<file path="src/rtl/core/tli_pkg.sv">
`timescale 1ns / 1ps
// ----------------------------------------------------------------------------
// tli_pkg
// Shared types and constants of the trajectory linear interpolator.
// ----------------------------------------------------------------------------
package tli_pkg;

  // joint count and field widths
  localparam int unsigned JOINTS    = 6;
  localparam int unsigned POS_W     = 32;
  localparam int unsigned TIME_W    = 32;
  localparam int unsigned STEP_W    = 20;
  localparam logic [STEP_W-1:0] STEP_RESET = 20'd20000;

  // config port geometry
  localparam int unsigned PADDR_W   = 3;
  localparam int unsigned PDATA_W   = 32;
  // register select bit: clear selects time_step, set is beyond the list
  localparam int unsigned REG_SEL_BIT = 2;

  // quotient bits of the rounding divide (quotient stays below 2^33)
  localparam int unsigned QUO_W     = 33;
  localparam int unsigned CNT_W     = 6;
  localparam logic [CNT_W-1:0] DIV_LAST = CNT_W'(QUO_W - 1);

  // sequencer states
  typedef enum logic [2:0] {
    S_IDLE,
    S_SCAN,
    S_CMP,
    S_START,
    S_WAIT,
    S_PUSH
  } ctrl_state_e;

  // lane states
  typedef enum logic [2:0] {
    L_IDLE,
    L_RDA,
    L_RDB,
    L_MUL,
    L_ADD,
    L_DIV,
    L_FIN,
    L_DONE
  } lane_state_e;

  // command from the sequencer to every lane
  typedef struct packed {
    logic              start;
    logic              interp;
    logic [TIME_W-1:0] num;
    logic [TIME_W-1:0] span;
  } lane_cmd_t;

  // result push from the sequencer to the output stage
  typedef struct packed {
    logic push;
    logic done;
  } push_t;

endpackage

</file>
<file path="src/rtl/core/tli_lane.sv">
`timescale 1ns / 1ps
// ----------------------------------------------------------------------------
// tli_lane
// One joint lane: position store plus multiply and serial rounding divide.
// ----------------------------------------------------------------------------
module tli_lane #(
  parameter int unsigned MAX_POINTS = 32
) (
  input  logic                                clk_i,
  input  logic                                rst_ni,
  // point store write
  input  logic                                wr_en_i,
  input  logic [$clog2(MAX_POINTS)-1:0]       wr_idx_i,
  input  logic [tli_pkg::POS_W-1:0]           wr_data_i,
  // sample command
  input  tli_pkg::lane_cmd_t                  cmd_i,
  input  logic [$clog2(MAX_POINTS)-1:0]       idx_a_i,
  input  logic [$clog2(MAX_POINTS)-1:0]       idx_b_i,
  output logic                                done_o,
  output logic [tli_pkg::POS_W-1:0]           res_o
);

  localparam int unsigned IW = $clog2(MAX_POINTS);
  localparam int unsigned PW = tli_pkg::POS_W;
  localparam int unsigned TW = tli_pkg::TIME_W;
  localparam int unsigned QW = tli_pkg::QUO_W;

  tli_pkg::lane_state_e state_q, state_d;

  logic [PW-1:0]              mem_q [MAX_POINTS];
  logic [PW-1:0]              rdata_q;
  logic [IW-1:0]              rd_addr;
  logic [PW-1:0]              a_q, res_q;
  logic [PW-1:0]              mag_q;
  logic                       neg_q;
  logic [PW+TW-1:0]           prod_q;
  logic [TW-1:0]              rem_q;
  logic [QW-1:0]              dv_q;
  logic [tli_pkg::CNT_W-1:0]  cnt_q;

  logic [PW:0]                diff, neg_diff;
  logic [PW+TW:0]             nsum;
  logic [TW:0]                trial, trial_sub;
  logic                       ge;

  // next state
  always_comb begin
    state_d = state_q;
    case (state_q)
      tli_pkg::L_IDLE: if (cmd_i.start) state_d = tli_pkg::L_RDA;
      tli_pkg::L_RDA:  state_d = tli_pkg::L_RDB;
      tli_pkg::L_RDB:  state_d = cmd_i.interp ? tli_pkg::L_MUL : tli_pkg::L_DONE;
      tli_pkg::L_MUL:  state_d = tli_pkg::L_ADD;
      tli_pkg::L_ADD:  state_d = tli_pkg::L_DIV;
      tli_pkg::L_DIV:  if (cnt_q == tli_pkg::DIV_LAST) state_d = tli_pkg::L_FIN;
      tli_pkg::L_FIN:  state_d = tli_pkg::L_DONE;
      tli_pkg::L_DONE: state_d = tli_pkg::L_IDLE;
      default:         state_d = tli_pkg::L_IDLE;
    endcase
  end

  // outputs and read address
  always_comb begin
    rd_addr = (state_q == tli_pkg::L_IDLE) ? idx_a_i : idx_b_i;
    done_o  = (state_q == tli_pkg::L_DONE);
    res_o   = res_q;
  end

  // difference magnitude, rounding bias and one restoring divide step
  always_comb begin
    diff      = {rdata_q[PW-1], rdata_q} - {a_q[PW-1], a_q};
    neg_diff  = -diff;
    nsum      = {1'b0, prod_q} + (PW+TW+1)'(cmd_i.span >> 1);
    trial     = {rem_q, dv_q[QW-1]};
    trial_sub = trial - {1'b0, cmd_i.span};
    ge        = (trial >= {1'b0, cmd_i.span});
  end

  // position store
  always_ff @(posedge clk_i) begin
    if (wr_en_i) begin
      mem_q[wr_idx_i] <= wr_data_i;
    end
    rdata_q <= mem_q[rd_addr];
  end

  // datapath
  always_ff @(posedge clk_i) begin
    case (state_q)
      tli_pkg::L_RDA: a_q <= rdata_q;
      tli_pkg::L_RDB: begin
        res_q <= rdata_q;
        neg_q <= diff[PW];
        mag_q <= diff[PW] ? neg_diff[PW-1:0] : diff[PW-1:0];
      end
      tli_pkg::L_MUL: prod_q <= mag_q * cmd_i.num;
      tli_pkg::L_ADD: begin
        rem_q <= nsum[PW+TW -: TW];
        dv_q  <= nsum[QW-1:0];
        cnt_q <= '0;
      end
      tli_pkg::L_DIV: begin
        rem_q <= ge ? trial_sub[TW-1:0] : trial[TW-1:0];
        dv_q  <= {dv_q[QW-2:0], ge};
        cnt_q <= cnt_q + tli_pkg::CNT_W'(1);
      end
      tli_pkg::L_FIN: res_q <= neg_q ? a_q - dv_q[PW-1:0] : a_q + dv_q[PW-1:0];
      default: ;
    endcase
  end

  // state register
  always_ff @(posedge clk_i or negedge rst_ni) begin
    if (!rst_ni) begin
      state_q <= tli_pkg::L_IDLE;
    end else begin
      state_q <= state_d;
    end
  end

endmodule

</file>
<file path="config.mk">
export PLATFORM = sky130hd
export DESIGN_NAME = tli_lane
export DESIGN_NICKNAME = d
export VERILOG_FILES = /design/src/rtl/core/tli_pkg.sv /design/src/rtl/core/tli_lane.sv
export SDC_FILE = /design/constraint.sdc
export NUM_CORES = 2
export LEC_CHECK = 0
export BUFFER_PORTS_ARGS = -buffer_cell sky130_fd_sc_hd__buf_2
export CAP_MARGIN = 15
export CELL_PAD_IN_SITES_DETAIL_PLACEMENT = 0
export CELL_PAD_IN_SITES_GLOBAL_PLACEMENT = 1
export CORE_MARGIN = 2
export CORE_UTILIZATION = 40
export CTS_CLUSTER_DIAMETER = 40
export DETAILED_ROUTE_END_ITERATION = 8
export MAX_ROUTING_LAYER = met4
export PLACE_DENSITY_LB_ADDON = 0.1
export SETUP_SLACK_MARGIN = 0.15
export SLEW_MARGIN = 20
export SYNTH_ARGS = -nofsm -noshare
export SYNTH_HDL_FRONTEND = slang
export SYNTH_SLANG_ARGS = --single-unit
</file>
<file path="constraint.sdc">
create_clock -name clk_i -period 10.7 [get_ports clk_i]
set_input_delay 2.14 -clock clk_i [delete_from_list [all_inputs] [get_ports clk_i]]
set_output_delay 2.14 -clock clk_i [all_outputs]
set_load 0.02 [all_outputs]
</file>
==> results.json <==
{
  "gr-usage-met2": 0.412,
  "timing.rr.start": "mag_q[13]",
  "synth.avg_cell_area_sq_um": 11.1,
  "fmax_mhz": 105,
  "cts_tree": "done",
  "yosys_warnings": 0,
  "synth_cells": 8309,
  "hold_viol": 0,
  "crit_start": "cmd_i[49]",
  "met3_usage": 0.0275,
  "wl_mm": 279,
  "coreArea_sq_mm": 0.228,
  "drive_gt1_frac": 0.0814,
  "cts_resized": 0,
  "io_pins": 149,
  "yosys-top-cells-count": "1256 x edfxtp_1, 1115 x nand2_1, 986 x inv_1",
  "endpoint": "prod_q[63]",
  "cts_root_buffer": "clkbuf_16",
  "finalCritPeriodShare": 0.887,
  "ant_nets": 0,
  "critPathKind": "in -> reg",
  "met1_usage": 0.320,
  "r2r_setup_slack_ns": 1.83,
  "critPathCaptureType": "register",
  "cts_hold_buf": 0,
  "ys_ff_latch": 1291,
  "portBuffers": 148,
  "htreeDepth": 4,
  "gp_congestion": 0.891,
  "netlist_area_sq_mm": 0.0919,
  "whs_ns": 0.490,
  "finalSetupViolations": 0,
  "cts_buffers": 185,
  "antenna_found_initial": 16,
  "arrival_ns": 10.00,
  "avgRoutedWirePerCell_microns": 24.3,
  "grt.overflow.total": 0,
  "finalClockSkew_ns": 0.0937,
  "drtPass1Iterations": 6,
  "die_h_microns": 483,
  "ys.flop_type": "edfxtp_1",
  "slew_viol_final": 0,
  "numClockSinks": 1291,
  "die_area_sq_mm": 0.234,
  "globalRoute.busiestLayer": "met2",
  "layout.nets": 9712,
  "drc": 0,
  "viasPerCell": 5.38,
  "post_cts_buffers": 0,
  "syn_nets": 9718,
  "clkLatencyLatePin_ns": 0.84,
  "path_clk_slew_ns": 0.06,
  "start_util": 0.403,
  "rsz0062_at_grt": "no",
  "drv_cap": 0,
  "cts_buffer_depth": 3,
  "area_growth_pct": 11.7,
  "yosys.area.top_type": "edfxtp_1",
  "ys_top_cells_by_area": "edfxtp_1 41%, fa_1 20%, and2_1 5.9%, ha_1 5.3%, nand2_1 4.6%",
  "synth_edf_count": 1256,
  "cp-start-kind": "input pin",
  "drtIter0Drc": 4463,
  "grt_max_degree": 214,
  "seq_area_frac_synth": 0.418,
  "outcome": "complete, no violations",
  "fin_tns_setup_ns": 0,
  "period_minus_slack_ns": 9.49,
  "rows": 175,
  "synth_cell_types": 98,
  "yosysTopAreaCellShare": 0.410,
  "r2r_cells": 24,
  "worstPathRequired_ns": 11.21,
  "die_w_microns": 483,
  "reg2reg_to": "prod_q[60]",
  "vias": 61748,
  "synthArstFlopShare": 0.00232,
  "hp-class": "reg -> reg",
  "track_usage": 0.246,
  "grt_pass1_wl_mm": 419,
  "grt_pass1_vias": 63707,
  "synth.most_common_cell": "edfxtp_1",
  "crit_fanout": 25,
  "slew_headroom": 0.224,
  "dp_hpwl_mm": 190,
  "worst_pin_slew_ns": 1.16
}
worst min-delay path by stage:
stage	from	end	slack, ns	depth (start not counted)
detailed placement	rdata_q[8]	a_q[8]	0.48	0
global route	rdata_q[8]	a_q[8]	0.51	0
finish	rdata_q[8]	a_q[8]	0.49	0
CTS	rdata_q[8]	a_q[8]	0.49	0
global placement	rdata_q[8]	a_q[8]	0.47	0
floorplan	rdata_q[0]	a_q[0]	0.43	0
placed cells by master (no fill, tap or decap), drive strengths merged, types with 10 or more instances in the layout:
cell | Yosys | routed
a211oi | 371 | 371
a21o | 151 | 151
a21oi | 297 | 297
a311oi | 130 | 130
a31oi | 165 | 165
and2 | 868 | 868
and3 | 29 | 29
buf | 24 | 286
bufinv | 0 | 24
clkbuf | 454 | 202
clkinv | 0 | 67
clkinvlp | 0 | 20
dfxtp | 32 | 32
diode | 0 | 15
edfxtp | 1256 | 1256
fa | 900 | 900
ha | 393 | 393
inv | 986 | 1011
mux2i | 60 | 60
nand2 | 1117 | 1117
nand2b | 24 | 24
nand3 | 78 | 78
nand4 | 28 | 28
nor2 | 210 | 210
nor2b | 22 | 22
nor3 | 52 | 52
nor4 | 20 | 20
o211ai | 10 | 10
o21a | 29 | 29
o21ai | 148 | 148
o21bai | 19 | 19
o31ai | 20 | 20
or2 | 17 | 17
or3 | 10 | 10
xnor2 | 163 | 163
xor2 | 87 | 87
layer usage:
layer | wire (microns) | part of all wire | vias up
met4 | 6080 | 0.022 | 0
met5 | 0 | 0 | -
met2 | 141000 | 0.50 | 1314
met3 | 11200 | 0.040 | 320
li1 | - | - | 28222
met1 | 121000 | 0.43 | 31892
cells by family (layout without fill, tap and decap cells):
kind of cell | count (synthesis) | in the layout | synth area share
simple gates | 2519 | 2519 | 0.135
buf+inv | 1465 | 1610 | 0.0604
compound gates | 1425 | 1425 | 0.106
fa+ha+maj | 1293 | 1293 | 0.249
flops | 1291 | 1291 | 0.418
xor+xnor | 250 | 250 | 0.0238
mux | 66 | 66 | 0.00727
other cells | 0 | 15 | 0
registers in the layout, summed over array words and instances, names as in the netlist, 3 cells and up:
signal and count:
mag_q 32, state_q 3, a_q 32, prod_q 64, dv_q 33, rdata_q 32, rem_q 32, res_o 32
mem_q 1024, cnt_q 6
worst max-delay path, cell delays in order:
cell	delay, ns
buf_2	0.30
and2_1	0.29
fa_1	0.53
inv_1	0.05
fa_1	0.53
inv_1	0.05
fa_1	0.50
inv_1	0.05
fa_1	0.54
inv_1	0.05
fa_1	0.45
fa_1	0.40
fa_1	0.60
inv_1	0.07
fa_1	0.49
inv_1	0.05
ha_1	0.38
a21oi_1	0.18
o21bai_1	0.10
a311o_1	0.36
a21oi_1	0.18
o21ai_0	0.14
o211ai_1	0.34
nand4_1	0.19
a31oi_1	0.28
o21ai_0	0.24
a221oi_1	0.36
xnor2_1	0.11
layout make-up:
type	count	area, sq um
Fill cell	21065	125000
Sequential cell	1291	38400
Clock inverter	136	1770
Inverter	986	3700
Tap cell	3009	3760
Antenna cell	15	37.5
Clock buffer	202	4760
Multi-Input combinational cell	5553	48300
Timing Repair Buffer	286	1900
stage by stage:
step,utilization,instances,cell area (sq um),worst slack (ns)
6_report,0.450,11478,103000,1.21
4_1_cts,0.450,11461,103000,1.24
3_3_place_gp,0.421,11121,96000,0.436
3_5_place_dp,0.421,11123,96100,0.444
5_1_grt,0.450,11472,103000,0.853
2_1_floorplan,-,8309,91900,1.32
Power is left out: the tool's default activity adds up to more than one toggle a clock period on the data nets, which glitch-free logic cannot reach.
