`config.mk`:
```
export PLATFORM = sky130hd
export DESIGN_NAME = tli_merge_flat
export DESIGN_NICKNAME = d
export VERILOG_FILES = /design/src/rtl/core/tli_pkg.sv /design/src/rtl/core/tli_rsp_if.sv /design/src/rtl/core/tli_merge.sv /design/src/flat_wrapper.sv
export SDC_FILE = /design/constraint.sdc
export NUM_CORES = 1
export LEC_CHECK = 0
export BUFFER_PORTS_ARGS = -buffer_cell sky130_fd_sc_hd__buf_2
export CORE_AREA = 2 2 152 154
export DETAILED_ROUTE_END_ITERATION = 10
export DIE_AREA = 0 0 154 156
export REMOVE_ABC_BUFFERS = 1
export SYNTH_ARGS = -nofsm -noshare
export SYNTH_HDL_FRONTEND = slang
export SYNTH_SLANG_ARGS = --single-unit
```
`constraint.sdc`:
```
create_clock -name clk_i -period 1.1 [get_ports clk_i]
set_clock_uncertainty 0.1 [all_clocks]
set_input_delay 0.11 -clock clk_i [delete_from_list [all_inputs] [get_ports clk_i]]
set_output_delay 0.11 -clock clk_i [all_outputs]
set_load 0.02 [all_outputs]
```
`src/rtl/core/tli_pkg.sv`:
```
`timescale 1ns / 1ps
// ----------------------------------------------------------------------------
// tli_pkg
// Shared types and constants of the trajectory linear interpolator.
// ----------------------------------------------------------------------------
package tli_pkg;

  // joint count and field widths
  localparam int unsigned JOINTS    = 6;
  localparam int unsigned POS_W     = 32;
  localparam int unsigned TIME_W    = 32;
  localparam int unsigned STEP_W    = 20;
  localparam logic [STEP_W-1:0] STEP_RESET = 20'd20000;

  // config port geometry
  localparam int unsigned PADDR_W   = 3;
  localparam int unsigned PDATA_W   = 32;
  // register select bit: clear selects time_step, set is beyond the list
  localparam int unsigned REG_SEL_BIT = 2;

  // quotient bits of the rounding divide (quotient stays below 2^33)
  localparam int unsigned QUO_W     = 33;
  localparam int unsigned CNT_W     = 6;
  localparam logic [CNT_W-1:0] DIV_LAST = CNT_W'(QUO_W - 1);

  // sequencer states
  typedef enum logic [2:0] {
    S_IDLE,
    S_SCAN,
    S_CMP,
    S_START,
    S_WAIT,
    S_PUSH
  } ctrl_state_e;

  // lane states
  typedef enum logic [2:0] {
    L_IDLE,
    L_RDA,
    L_RDB,
    L_MUL,
    L_ADD,
    L_DIV,
    L_FIN,
    L_DONE
  } lane_state_e;

  // command from the sequencer to every lane
  typedef struct packed {
    logic              start;
    logic              interp;
    logic [TIME_W-1:0] num;
    logic [TIME_W-1:0] span;
  } lane_cmd_t;

  // result push from the sequencer to the output stage
  typedef struct packed {
    logic push;
    logic done;
  } push_t;

endpackage

```
`src/rtl/core/tli_rsp_if.sv`:
```
`timescale 1ns / 1ps
// ----------------------------------------------------------------------------
// tli_rsp_if
// Result channel: interpolated joint targets and the done mark.
// ----------------------------------------------------------------------------
interface tli_rsp_if;
  logic        valid;
  logic        ready;
  logic signed [31:0] target_1;
  logic signed [31:0] target_2;
  logic signed [31:0] target_3;
  logic signed [31:0] target_4;
  logic signed [31:0] target_5;
  logic signed [31:0] target_6;
  logic        trajectory_done;

  modport source (
    output valid, target_1, target_2, target_3, target_4, target_5, target_6,
           trajectory_done,
    input  ready
  );

  modport sink (
    input  valid, target_1, target_2, target_3, target_4, target_5, target_6,
           trajectory_done,
    output ready
  );
endinterface

```
`src/rtl/core/tli_merge.sv`:
```
`timescale 1ns / 1ps
// ----------------------------------------------------------------------------
// tli_merge
// Merging stage: gathers the lane results into the output register.
// ----------------------------------------------------------------------------
module tli_merge (
  input  logic                       clk_i,
  input  logic                       rst_ni,
  input  tli_pkg::push_t             push_i,
  input  logic [tli_pkg::POS_W-1:0]  lane_res_i [tli_pkg::JOINTS],
  output logic                       free_o,
  tli_rsp_if.source                  rsp_o
);

  logic                      valid_q;
  logic                      done_q;
  logic [tli_pkg::POS_W-1:0] tgt_q [tli_pkg::JOINTS];

  // slot is free when empty or being drained this cycle
  assign free_o = !valid_q || rsp_o.ready;

  // output payload
  always_ff @(posedge clk_i) begin
    if (push_i.push) begin
      tgt_q  <= lane_res_i;
      done_q <= push_i.done;
    end
  end

  // output valid
  always_ff @(posedge clk_i or negedge rst_ni) begin
    if (!rst_ni) begin
      valid_q <= 1'b0;
    end else if (push_i.push) begin
      valid_q <= 1'b1;
    end else if (rsp_o.ready) begin
      valid_q <= 1'b0;
    end
  end

  assign rsp_o.valid           = valid_q;
  assign rsp_o.target_1        = tgt_q[0];
  assign rsp_o.target_2        = tgt_q[1];
  assign rsp_o.target_3        = tgt_q[2];
  assign rsp_o.target_4        = tgt_q[3];
  assign rsp_o.target_5        = tgt_q[4];
  assign rsp_o.target_6        = tgt_q[5];
  assign rsp_o.trajectory_done = done_q;

endmodule

```
`src/flat_wrapper.sv`:
```
// flat-port wrapper written by rule: the top's interface ports become plain ports
module tli_merge_flat 
  (clk_i, rst_ni, push_i, lane_res_i, free_o, rsp_o_valid, rsp_o_target_1, rsp_o_target_2, rsp_o_target_3, rsp_o_target_4, rsp_o_target_5, rsp_o_target_6, rsp_o_trajectory_done, rsp_o_ready);
  tli_rsp_if rsp_o_i ();
  input  logic clk_i;
  input  logic rst_ni;
  input  tli_pkg::push_t push_i;
  input  logic [tli_pkg::POS_W-1:0] lane_res_i[tli_pkg::JOINTS];
  output logic free_o;
  output wire logic [$bits(rsp_o_i.valid)-1:0] rsp_o_valid;
  output wire logic [$bits(rsp_o_i.target_1)-1:0] rsp_o_target_1;
  output wire logic [$bits(rsp_o_i.target_2)-1:0] rsp_o_target_2;
  output wire logic [$bits(rsp_o_i.target_3)-1:0] rsp_o_target_3;
  output wire logic [$bits(rsp_o_i.target_4)-1:0] rsp_o_target_4;
  output wire logic [$bits(rsp_o_i.target_5)-1:0] rsp_o_target_5;
  output wire logic [$bits(rsp_o_i.target_6)-1:0] rsp_o_target_6;
  output wire logic [$bits(rsp_o_i.trajectory_done)-1:0] rsp_o_trajectory_done;
  input wire logic [$bits(rsp_o_i.ready)-1:0] rsp_o_ready;
  assign rsp_o_valid = rsp_o_i.valid;
  assign rsp_o_target_1 = rsp_o_i.target_1;
  assign rsp_o_target_2 = rsp_o_i.target_2;
  assign rsp_o_target_3 = rsp_o_i.target_3;
  assign rsp_o_target_4 = rsp_o_i.target_4;
  assign rsp_o_target_5 = rsp_o_i.target_5;
  assign rsp_o_target_6 = rsp_o_i.target_6;
  assign rsp_o_trajectory_done = rsp_o_i.trajectory_done;
  assign rsp_o_i.ready = rsp_o_ready;
  tli_merge u_core (.clk_i(clk_i), .rst_ni(rst_ni), .push_i(push_i), .lane_res_i(lane_res_i), .free_o(free_o), .rsp_o(rsp_o_i));
endmodule
```
==> impl_metrics.yaml, run 1 <==
status:
  status: "aborted with a tool error"
  lastStage: "4_1_cts"
  firstError: "[ERROR RSZ-0060] Max buffer count reached."
synth:
  ys_seq_elements: 194
  ys_seq_area_frac: 0.996
  avgSynthCellArea_um2: 29.8
  synthCells: 196
  yosysUniqueCellTypes: 4
  yosys_warnings: 0
  synth_area_mm2: 0.00584
floorplan:
  rows: 55
  start_util: 0.261
  die_h_um: 156
  die_x_um: 154
  boundaryPins: 392
placement:
  place_congestion: 0.713
  hpwl_um: 11200
  dp_cells: 882
  place_ws_ps: -16.6
  portBuffers: 391
clock_tree:
  cts_max_level: 4
  cts-hold-fix-buffers: 184
  clkSinkCount: 194
  cts_buffer_depth: 2
  root_buffer: "clkbuf_16"
  cts_buffers: 17
  post_cts_resized: 126
  cts_setup_buffers: 1
cells by family after synthesis:
kind of cell,synth area share
flops,0.996
simple gates,0.00385
synthesized netlist by cell type:
library cell  count  area [µm²]
dfrtp_1           1        25.0
edfxtp_1        193        5800
nand2b_2          1        8.76
nand2b_4          1        13.8
through the flow:
| step | TNS (ps) | area [µm²] | hold slack (ps) |
|---|---|---|---|
| after detailed placement | -697 | 8280 | -214 |
| after global placement | -285 | 8280 | -213 |
| after floorplan | 0 | 5840 | -286 |
==> run 2, diff against run 1 <==
--- a/config.mk
+++ b/config.mk
@@ -6,9 +6,10 @@
 export NUM_CORES = 1
 export LEC_CHECK = 0
 export BUFFER_PORTS_ARGS = -buffer_cell sky130_fd_sc_hd__buf_2
-export CORE_AREA = 2 2 152 154
+export CORE_MARGIN = 2
+export CORE_UTILIZATION = 20
 export DETAILED_ROUTE_END_ITERATION = 10
-export DIE_AREA = 0 0 154 156
+export PLACE_DENSITY_LB_ADDON = 0.15
 export REMOVE_ABC_BUFFERS = 1
 export SYNTH_ARGS = -nofsm -noshare
 export SYNTH_HDL_FRONTEND = slang
==> run 2 against run 1 <==
Net effect: the flow now finishes, with violations (setup timing); synthesized cell count unchanged; area after synthesis unchanged.
==> impl_metrics.yaml, run 2 <==
clock_tree:
  path_clk_slew_ps: 80
  clkSinkCount: 194
  cts_buffer_depth: 2
  root_buffer: "clkbuf_16"
  clkLatencyLatePin_ps: 420
  cts_buffers: 17
  cts_max_level: 4
  cts_tree: "built"
synth:
  netlist.top_cell.by_area: "edfxtp_1"
  synthFlopType: "edfxtp_1"
  synth_top_area_share: 0.992
  ys_seq_elements: 194
  avgSynthCellArea_um2: 29.8
  synth_edf_count: 193
  synth_top_family_by_area: "simple AND/OR/NAND/NOR gates"
  yosysMostFrequentCell: "edfxtp_1"
  yosys_warnings: 0
  synth_xor_xnor_area_share: 0
  yosysUniqueCellTypes: 4
  synth_area_mm2: 0.00584
  synthCells: 196
  synthTopCellsByCount: "193 x edfxtp_1, 1 x dfrtp_1, 1 x nand2b_2, 1 x nand2b_4"
  ys_seq_area_frac: 0.996
  synth_compound_area_frac: 0
  synthAdderAreaFrac: 0
  async_flop_share: 0.00515
  synthMuxAreaShare: 0
  synth_area_leaders: "edfxtp_1 99%, dfrtp_1 0.43%, nand2b_4 0.24%"
  synth-simple-area-share: 0.00385
route:
  antenna_left: 0
  vias: 4311
  first_pass_iters: 4
  via_per_inst: 3.55
  finalWirelength_um: 17700
  wl_per_cell_um: 14.6
  drt-initial-drc-count: 154
  drc: 0
placement:
  dp_cells: 984
  hpwl_um: 12200
  portBuffers: 391
  place_congestion: 0.699
global_route:
  grt_usage: 0.111
  grt_antenna_before_repair: 0
  grt_pass1_wl_um: 25600
  grt_pass1_vias: 4873
  grt_max_degree: 44
  grt_overflow: 0
sta:
  slew_headroom: 0.850
  period_share: 1.13
  hold_ws_ps: 25.5
  min_period_ps: 1240
  slew_violations: 0
  hold_viol_final: 0
  worst-slew-pin-transition_ps: 225
  setup_viol: 195
  grt_setup_unrepaired: "true"
  layout_setup_ws_ps: -145
  fmax_mhz: 803
critical_path:
  crit_path_start_kind: "flop"
  critical_path_class: "flop to output port"
  endpoint_kind: "output port"
  cp_max_fo: 2
  path_cells: "nand2b_4 -> buf_6"
  crit_slowest_cell: "dfrtp_1"
  required_ps: 890
  cp.arrival_ps: 1030
  critical_path.max_stage_delay_ps: 420
pwr:
  p_leak_nw: 4.95
  netSwitchingFraction: 0.249
  clkPwrFrac: 0.331
  p_int_mw: 13.5
  pwr-share-seq: 0.503
  ir_drop_uv: 747
  switchingPower_mw: 4.48
  p_per_area_mw_per_mm2: 1510
  comb_power_share: 0.166
floorplan:
  dieArea_mm2: 0.0306
  boundaryPins: 392
  rows: 62
  die_x_um: 175
  core_area_mm2: 0.0287
  die_h_um: 175
  start_util: 0.204
cells_and_area:
  areaGrowthSynthToFinish_pct: 104
  layout_commonest_cell: "buf_2"
  final_nets: 1013
  n_antenna_cell: 0
  final_cell_mix: "234 x buf_2, 195 x dlygate4sd3_1, 193 x edfxtp_1"
  final_cells: 1213
  drive_gt1_frac: 0.528
status:
  violations: "setup timing"
  status: "finished, violations left"
worst_hold_path:
  hold_path.class: "primary input to flop"
job:
  cap_viol_max_count: 0
run 2: cell counts after synthesis:
Identical to the previous run, type by type.
run 2: timing repair:
action | in CTS | in global routing
hold endpoints to repair | 195 | 0
resized for setup | 158 | 159
hold buffers | 195 | 0
setup buffers | 1 | 1
cloned | 0 | 0
setup endpoints to repair | 195 | 195
run 2: power by group through the flow:
| stage | clock network [mW] | registers (mW) | logic [mW] |
|---|---|---|---|
| after global placement | 0 | 9.07 | 1.92 |
| after detailed placement | 0 | 9.08 | 1.92 |
| final | 5.95 | 9.04 | 2.97 |
| after global routing | 6.52 | 9.09 | 3.12 |
| after floorplan | 0 | 9.86 | 0.0105 |
| after CTS | 6.22 | 8.98 | 2.74 |
run 2: critical path: cells and delay by family, from the launching register on:
kind	cells	cell delay (ps)
flops	1	420
simple gates	1	80
buf+inv	1	110
run 2: final cells by class:
type,count,area (µm²)
fillers,2588,16800
flip-flops and latches,194,5820
repair buffers,601,5030
well taps,384,480
clock buffers,20,447
clock inverters,12,115
multi-input cells,2,22.5
run 2: logic make-up after synthesis:
family           after synthesis
DFF                          194
and+or+nand+nor                2
run 2: metal layers:
| metal | vias to the layer above | track usage | part of all wire |
|---|---|---|---|
| met2 | 234 | 0.202 | 0.53 |
| met4 | 0 | 0.0410 | 0.026 |
| li1 | 2037 | - | - |
| met5 | - | 0 | 0 |
| met1 | 2010 | 0.112 | 0.36 |
| met3 | 30 | 0.0481 | 0.086 |
run 2: final timing paths:
| check | from | end | slack, ps | depth (start not counted) |
|---|---|---|---|---|
| max | u_core.rsp_o.valid | free_o | -140 | 2 |
| min | rsp_o_ready | u_core.rsp_o.valid | 30 | 5 |
| max reg2reg | u_core.rsp_o.valid | u_core.rsp_o.valid | 170 | 4 |
| min reg2reg | u_core.rsp_o.valid | u_core.rsp_o.valid | 650 | 4 |
| max in group asynchronous | rst_ni | u_core.rsp_o.valid | 400 | 3 |
| min in group asynchronous | rst_ni | u_core.rsp_o.valid | 400 | 3 |
run 2: metrics by stage:
stage	TNS, ps	util	setup slack, ps	total power, mW	instance area (µm²)
after floorplan	0	-	228	9.87	5840
after global placement	0	0.293	48.6	11.0	8410
after detailed placement	0	0.293	36.6	11.0	8410
after CTS	-18210	0.398	-178	17.9	11400
after global routing	-23600	0.415	-207	18.7	11900
final	-11870	0.415	-145	18.0	11900
No activity file was read; power rests on OpenSTA's default activity.
