===== config.mk =====
export PLATFORM = sky130hd
export DESIGN_NAME = tli_ctrl
export DESIGN_NICKNAME = d
export VERILOG_FILES = /design/src/rtl/core/tli_pkg.sv /design/src/rtl/core/tli_ctrl.sv
export SDC_FILE = /design/constraint.sdc
export NUM_CORES = 2
export LEC_CHECK = 0
export BUFFER_PORTS_ARGS = -buffer_cell sky130_fd_sc_hd__buf_2
export CORE_MARGIN = 2
export CORE_UTILIZATION = 60
export DETAILED_ROUTE_END_ITERATION = 10
export PLACE_DENSITY = 0.8
export SETUP_SLACK_MARGIN = 0.2
export SYNTH_ARGS = -nofsm -noshare
export SYNTH_HDL_FRONTEND = slang
export SYNTH_SLANG_ARGS = --single-unit

===== constraint.sdc =====
create_clock -name clk_i -period 13.95 [get_ports clk_i]
set_clock_uncertainty 0.15 [all_clocks]
set_input_delay 1.395 -clock clk_i [delete_from_list [all_inputs] [get_ports clk_i]]
set_output_delay 1.395 -clock clk_i [all_outputs]
set_load 0.1 [all_outputs]

===== src/rtl/core/tli_pkg.sv =====
`timescale 1ns / 1ps
// ----------------------------------------------------------------------------
// tli_pkg
// Shared types and constants of the trajectory linear interpolator.
// ----------------------------------------------------------------------------
package tli_pkg;

  // joint count and field widths
  localparam int unsigned JOINTS    = 6;
  localparam int unsigned POS_W     = 32;
  localparam int unsigned TIME_W    = 32;
  localparam int unsigned STEP_W    = 20;
  localparam logic [STEP_W-1:0] STEP_RESET = 20'd20000;

  // config port geometry
  localparam int unsigned PADDR_W   = 3;
  localparam int unsigned PDATA_W   = 32;
  // register select bit: clear selects time_step, set is beyond the list
  localparam int unsigned REG_SEL_BIT = 2;

  // quotient bits of the rounding divide (quotient stays below 2^33)
  localparam int unsigned QUO_W     = 33;
  localparam int unsigned CNT_W     = 6;
  localparam logic [CNT_W-1:0] DIV_LAST = CNT_W'(QUO_W - 1);

  // sequencer states
  typedef enum logic [2:0] {
    S_IDLE,
    S_SCAN,
    S_CMP,
    S_START,
    S_WAIT,
    S_PUSH
  } ctrl_state_e;

  // lane states
  typedef enum logic [2:0] {
    L_IDLE,
    L_RDA,
    L_RDB,
    L_MUL,
    L_ADD,
    L_DIV,
    L_FIN,
    L_DONE
  } lane_state_e;

  // command from the sequencer to every lane
  typedef struct packed {
    logic              start;
    logic              interp;
    logic [TIME_W-1:0] num;
    logic [TIME_W-1:0] span;
  } lane_cmd_t;

  // result push from the sequencer to the output stage
  typedef struct packed {
    logic push;
    logic done;
  } push_t;

endpackage


===== src/rtl/core/tli_ctrl.sv =====
`timescale 1ns / 1ps
// ----------------------------------------------------------------------------
// tli_ctrl
// Sequencer: point table bookkeeping, segment search and playback timing.
// ----------------------------------------------------------------------------
module tli_ctrl #(
  parameter int unsigned MAX_POINTS = 32
) (
  input  logic                                clk_i,
  input  logic                                rst_ni,
  // request handshake and control fields
  input  logic                                in_valid_i,
  output logic                                in_ready_o,
  input  logic                                req_type_i,
  input  logic                                start_new_i,
  input  logic                                last_point_i,
  input  logic [tli_pkg::TIME_W-1:0]          point_time_i,
  input  logic [tli_pkg::STEP_W-1:0]          time_step_i,
  // lane control
  output logic                                wr_en_o,
  output logic [$clog2(MAX_POINTS)-1:0]       wr_idx_o,
  output tli_pkg::lane_cmd_t                  cmd_o,
  output logic [$clog2(MAX_POINTS)-1:0]       idx_a_o,
  output logic [$clog2(MAX_POINTS)-1:0]       idx_b_o,
  input  logic                                lanes_done_i,
  // output stage
  input  logic                                out_free_i,
  output tli_pkg::push_t                      push_o
);

  localparam int unsigned IW = $clog2(MAX_POINTS);
  localparam int unsigned CW = $clog2(MAX_POINTS + 1);
  localparam int unsigned TW = tli_pkg::TIME_W;
  localparam logic [CW-1:0] FULL = CW'(MAX_POINTS);

  tli_pkg::ctrl_state_e state_q, state_d;

  logic [CW-1:0] count_q;
  logic [TW-1:0] play_q, last_time_q, t_q, prev_q, num_q, span_q, trd_q;
  logic          playing_q, second_q, interp_q;
  logic [IW-1:0] k_q, ia_q, ib_q;
  logic [TW-1:0] tmem_q [MAX_POINTS];

  logic          accept, is_tick, tick_run;
  logic [CW-1:0] count_eff;
  logic          hit, at_last;
  logic [TW:0]   next_sum;
  logic [TW-1:0] next_play;

  // request decode and helper values
  always_comb begin
    accept    = in_valid_i && (state_q == tli_pkg::S_IDLE);
    is_tick   = req_type_i;
    tick_run  = playing_q && (count_q != '0);
    count_eff = start_new_i ? '0 : count_q;
    hit       = (t_q <= trd_q);
    at_last   = ((CW'(k_q) + CW'(1)) == count_q);
    next_sum  = {1'b0, play_q} + (TW+1)'(time_step_i);
    next_play = next_sum[TW] ? '1 : next_sum[TW-1:0];
  end

  // next state
  always_comb begin
    state_d = state_q;
    case (state_q)
      tli_pkg::S_IDLE:  if (accept && is_tick && tick_run) state_d = tli_pkg::S_SCAN;
      tli_pkg::S_SCAN:  state_d = tli_pkg::S_CMP;
      tli_pkg::S_CMP:   state_d = (hit || at_last) ? tli_pkg::S_START : tli_pkg::S_SCAN;
      tli_pkg::S_START: state_d = tli_pkg::S_WAIT;
      tli_pkg::S_WAIT:  if (lanes_done_i) state_d = tli_pkg::S_PUSH;
      tli_pkg::S_PUSH: begin
        if (out_free_i) begin
          if (!second_q && (next_play >= last_time_q)) state_d = tli_pkg::S_SCAN;
          else                                         state_d = tli_pkg::S_IDLE;
        end
      end
      default:          state_d = tli_pkg::S_IDLE;
    endcase
  end

  // outputs
  always_comb begin
    in_ready_o   = (state_q == tli_pkg::S_IDLE);
    wr_en_o      = accept && !is_tick && (count_eff < FULL);
    wr_idx_o     = count_eff[IW-1:0];
    cmd_o.start  = (state_q == tli_pkg::S_START);
    cmd_o.interp = interp_q;
    cmd_o.num    = num_q;
    cmd_o.span   = span_q;
    idx_a_o      = ia_q;
    idx_b_o      = ib_q;
    push_o.push  = (state_q == tli_pkg::S_PUSH) && out_free_i;
    push_o.done  = second_q;
  end

  // point time store, read at the scan index
  always_ff @(posedge clk_i) begin
    if (wr_en_o) begin
      tmem_q[wr_idx_o] <= point_time_i;
    end
    trd_q <= tmem_q[k_q];
  end

  // search and segment registers
  always_ff @(posedge clk_i) begin
    case (state_q)
      tli_pkg::S_IDLE: begin
        t_q <= play_q;
        k_q <= '0;
      end
      tli_pkg::S_CMP: begin
        if (hit) begin
          ib_q <= k_q;
          ia_q <= k_q - IW'(1);
          num_q  <= t_q - prev_q;
          span_q <= trd_q - prev_q;
          // before the first point, or a non-increasing span, takes the point itself
          interp_q <= (k_q != '0) && (trd_q > prev_q);
        end else if (at_last) begin
          ib_q     <= k_q;
          interp_q <= 1'b0;
        end else begin
          prev_q <= trd_q;
          k_q    <= k_q + IW'(1);
        end
      end
      tli_pkg::S_PUSH: begin
        // second sample is taken at the last point's time
        t_q <= last_time_q;
        k_q <= '0;
      end
      default: ;
    endcase
  end

  // control state
  always_ff @(posedge clk_i or negedge rst_ni) begin
    if (!rst_ni) begin
      state_q     <= tli_pkg::S_IDLE;
      count_q     <= '0;
      play_q      <= '0;
      last_time_q <= '0;
      playing_q   <= 1'b0;
      second_q    <= 1'b0;
    end else begin
      state_q <= state_d;
      if (accept && !is_tick) begin
        if (start_new_i) begin
          play_q <= '0;
        end
        if (count_eff < FULL) begin
          count_q     <= count_eff + CW'(1);
          last_time_q <= point_time_i;
        end else begin
          count_q <= count_eff;
        end
        // last point arms, a fresh start alone disarms
        if (last_point_i) begin
          playing_q <= 1'b1;
        end else if (start_new_i) begin
          playing_q <= 1'b0;
        end
      end
      if (accept && is_tick) second_q <= 1'b0;
      if (push_o.push) begin
        if (second_q) begin
          playing_q <= 1'b0;
          second_q  <= 1'b0;
        end else begin
          play_q <= next_play;
          if (next_play >= last_time_q) second_q <= 1'b1;
        end
      end
    end
  end

endmodule


==> qor.log <==
INFO  drt            ant_nets=0
INFO  finish         finish.instance_area=0.0604mm²
INFO  placement      detailed_place.area=0.0562mm²
INFO  yosys          postSynthRegisterBits=1,275
INFO  yosys          count_of_mapped_cells_out_of_synthesis=2,997
INFO  finish         sequential_cell_area=0.0376mm²
INFO  critical_path  startpoint_class=input pin
INFO  placement      port-buffer-count=144
INFO  yosys          yosysSeqAreaShare=0.699
INFO  sta            fmax=185MHz
INFO  sta            totalNegativeSetupSlack=0ns
INFO  global_route   grt_usage=0.327
INFO  placement      place.detailed.hpwl=84.4mm
INFO  global_route   m1_gr_usage=0.437
INFO  critical_path  timing.critical_path.fanout_max=9
INFO  pwr            leakage_power=20.9nW
INFO  critical_path  criticalPathCategory=input pin to flop
INFO  sta            worst_slew_pin_slew=1.15ns
INFO  pwr            p_sw_frac=0.360
INFO  global_route   first_pass_grt_wire_length=212mm
INFO  yosys          synth_enable_flop_cells=1,168
INFO  clocking       cts_hold_buf=0
INFO  pwr            combinationalPowerShare=0.374
INFO  global_route   gr-total-overflow=0
INFO  clocking       insertion_delay=0.73ns
INFO  clocking       cts.clk_slew.worst_paths=0.06ns
INFO  finish         highest_count_cells_in_the_layout_ignoring_fill_and_taps=1,168 x sky130_fd_sc_hd__edfxtp_1, 320 x sky130_fd_sc_hd__mux4_2, 154 x sky130_fd_sc_hd__ha_1
INFO  yosys          ys_warn_count=0
INFO  finish         filler_cell_count=5,504
INFO  placement      gp_congestion=0.929
INFO  sta            final.min_clock_period=5.42ns
INFO  critical_path  worst-endpoint-arrival=5.88ns
INFO  global_route   grt_util_met3=0.0688
INFO  yosys          synth_area=0.0538mm²
INFO  drt            remaining_drc_errors=0
INFO  job            drv.max_cap_violation_count=0
INFO  pwr            vdd_drop_max=0.000168V
INFO  sta            max_slew_violation_count=0
INFO  floorplanning  floorplan.initialDensity=0.607
INFO  clocking       h-tree-depth=3
INFO  pwr            fin_total_pwr=13.4mW
INFO  pwr            switching_power=4.83mW
INFO  sta            slew-limit-headroom=0.234
INFO  yosys          asyncSetResetFlopFracSynth=0.0588
INFO  floorplanning  design.die.area=0.0921mm²
INFO  yosys          synth_nets=3,214
INFO  clocking       clock_path_buffers=3
INFO  yosys          number_of_distinct_library_cell_variants_in_the_gate_level_netlist_after_synthesis=84
INFO  global_route   via_count_of_the_first_global_routing_pass=30,600
INFO  clocking       tritoncts=built
INFO  drt            wl_per_cell=33.3µm
INFO  critical_path  endpoint_class_of_the_critical_path=flop
INFO  pwr            p_clk_frac=0.260
INFO  sta            setup_viol=0
INFO  sta            grt_setup_unrepaired=no
INFO  finish         postLayoutCoreUtil=0.682
INFO  drt            mean_number_of_vias_per_cell=6.83
INFO  floorplanning  core_area=0.0886mm²
INFO  drt            drt_pre_antenna_iters=6
INFO  sta            finalHoldViolations=0
INFO  sta            hold_slack=0.311ns
INFO  placement      placed_cells=4,234
INFO  pwr            power_report.internal_total=8.60mW
INFO  status         outcome=completed
INFO  drt            dr.first_iter.drc_count=4,094
INFO  finish         drive_above_1_share=0.243
INFO  global_route   gr-usage-met2=0.529
INFO  floorplanning  placementRows=109
INFO  floorplanning  die_width=303µm
INFO  global_route   largest_net_degree_at_the_start_of_global_routing=172
INFO  finish         area_used_by_multi_input_combinational_logic=0.0155mm²
INFO  clocking       cts.sinks=1,275
INFO  clocking       cts_setup_buffers=0
INFO  floorplanning  ioPinCount=145
INFO  drt            totalWireLength=149mm
INFO  critical_path  worstPathRequired=14.41ns
INFO  clocking       tritoncts.num_buffers=120
INFO  global_route   antenna_found_initial=9
INFO  finish         layout_nets=3,408
INFO  floorplanning  die-height=303µm
INFO  worst_hold_path hold_class=flop to flop
INFO  drt            route.vias.total=30,500
INFO  global_route   grt_most_used_layer=met2
INFO  finish         finalNonFillerCells=4,469
INFO  clocking       cts-root-buf=sky130_fd_sc_hd__clkbuf_16
INFO  clocking       post_cts_resized=0
INFO  placement      dp_worst_setup_slack=7.83ns
INFO  sta            share_of_the_cycle_needed_by_the_critical_path_after_routing=0.388
INFO  finish         most_common_cell_after_layout_fill_and_taps_aside=sky130_fd_sc_hd__edfxtp_1
INFO  finish         flow.area_growth_from_synthesis=12.3%
INFO  sta            layout_setup_ws=8.53ns
INFO  yosys          postSynthAreaPerCell=18.0µm²
INFO  pwr            cellPowerDensity=222mW/mm²
INFO  pwr            power.sequential.fraction=0.367
INFO  yosys          ys.flop_type=sky130_fd_sc_hd__edfxtp_1
-- cells by family after synthesis --
group                    after synthesis  share of synthesized area
XOR/XNOR                              78                     0.0127
adder cells (fa/ha/maj)              157                     0.0369
AO/OA/AOI/OAI                        404                     0.0497
flip-flops                          1275                      0.699
buffers and inverters                265                     0.0191
AND/OR/NAND/NOR                      458                     0.0408
multiplexers                         360                      0.142
-- flip-flops by register name, summed over array words and instances (netlist names), 6 cells and up --
signal       cells
tmem_q        1024
last_time_q     32
num_q           32
play_q          32
prev_q          32
span_q          32
t_q             32
trd_q           32
count_q          6
-- power by group through the flow --
stage | sequential (mW) | clock [mW] | combinational (mW)
after floorplan | 5.49 | 0 | 3.07
after global placement | 4.98 | 0 | 4.81
after detailed placement | 4.99 | 0 | 4.92
after CTS | 4.92 | 3.51 | 5.00
after global routing | 4.95 | 3.65 | 5.35
final | 4.92 | 3.49 | 5.02
-- synth_stat cells (52+ instances only) --
master                     number  area share
sky130_fd_sc_hd__clkbuf_1      89      0.0062
sky130_fd_sc_hd__mux4_2       320        0.13
sky130_fd_sc_hd__xnor2_1       52      0.0085
sky130_fd_sc_hd__nor2_1       110      0.0077
sky130_fd_sc_hd__a21oi_1       92      0.0086
sky130_fd_sc_hd__nand2_1      150       0.010
sky130_fd_sc_hd__o21ai_0      109       0.010
sky130_fd_sc_hd__edfxtp_1    1168        0.65
sky130_fd_sc_hd__a21o_1        56      0.0078
sky130_fd_sc_hd__dfrtp_1       75       0.035
sky130_fd_sc_hd__inv_1        139      0.0097
sky130_fd_sc_hd__ha_1         154       0.036
-- worst paths after layout --
kind                                      start                           to  slack [ns]  cells after the start
max                              time_step_i[0]       state_q[0]$_DFFE_PN0P_        8.53                     22
min                        k_q[0]$_SDFFCE_PP0P_         idx_b_o[0]$_DFFE_PP_        0.31                      0
max reg2reg                 play_q[0]$_DFF_PN0_       state_q[0]$_DFFE_PN0P_        8.82                     21
min reg2reg                k_q[0]$_SDFFCE_PP0P_         idx_b_o[0]$_DFFE_PP_        0.31                      0
max in group asynchronous                rst_ni  last_time_q[30]$_DFFE_PN0P_       12.09                      2
min in group asynchronous                rst_ni          play_q[5]$_DFF_PN0_        0.50                      1
-- metal layers --
layer,up-vias,wire length [µm],share of wire
li1,12400,-,-
met3,359,15600,0.10
met4,8,6630,0.045
met2,2074,73000,0.49
met5,-,57,0.00038
met1,15700,53500,0.36
-- final cells by class --
type,instances,share of cell area
antenna,5,0.000207
clock buffer,159,0.0544
clock inverter,71,0.0157
inverter,140,0.00870
multi-input combinational,1457,0.256
sequential,1275,0.622
tap,1165,0.0241
timing repair buffer,197,0.0190
-- worst max-delay path: stages --
cell	delay [ns]
sky130_fd_sc_hd__buf_2	0.10
sky130_fd_sc_hd__ha_1	0.21
sky130_fd_sc_hd__fa_1	0.41
sky130_fd_sc_hd__a21o_1	0.19
sky130_fd_sc_hd__a21oi_2	0.22
sky130_fd_sc_hd__o21ai_2	0.08
sky130_fd_sc_hd__o211ai_2	0.11
sky130_fd_sc_hd__a31oi_4	0.19
sky130_fd_sc_hd__a31oi_4	0.38
sky130_fd_sc_hd__nor2_1	0.18
sky130_fd_sc_hd__nand2_1	0.36
sky130_fd_sc_hd__nand2_1	0.10
sky130_fd_sc_hd__ha_1	0.32
sky130_fd_sc_hd__a21o_1	0.16
sky130_fd_sc_hd__a21o_1	0.18
sky130_fd_sc_hd__a21oi_1	0.14
sky130_fd_sc_hd__nor2b_1	0.05
sky130_fd_sc_hd__o21ai_0	0.17
sky130_fd_sc_hd__a21oi_1	0.09
sky130_fd_sc_hd__o311ai_0	0.33
sky130_fd_sc_hd__a31oi_1	0.20
sky130_fd_sc_hd__a221o_1	0.31
Power figures use the tool's default switching activity.
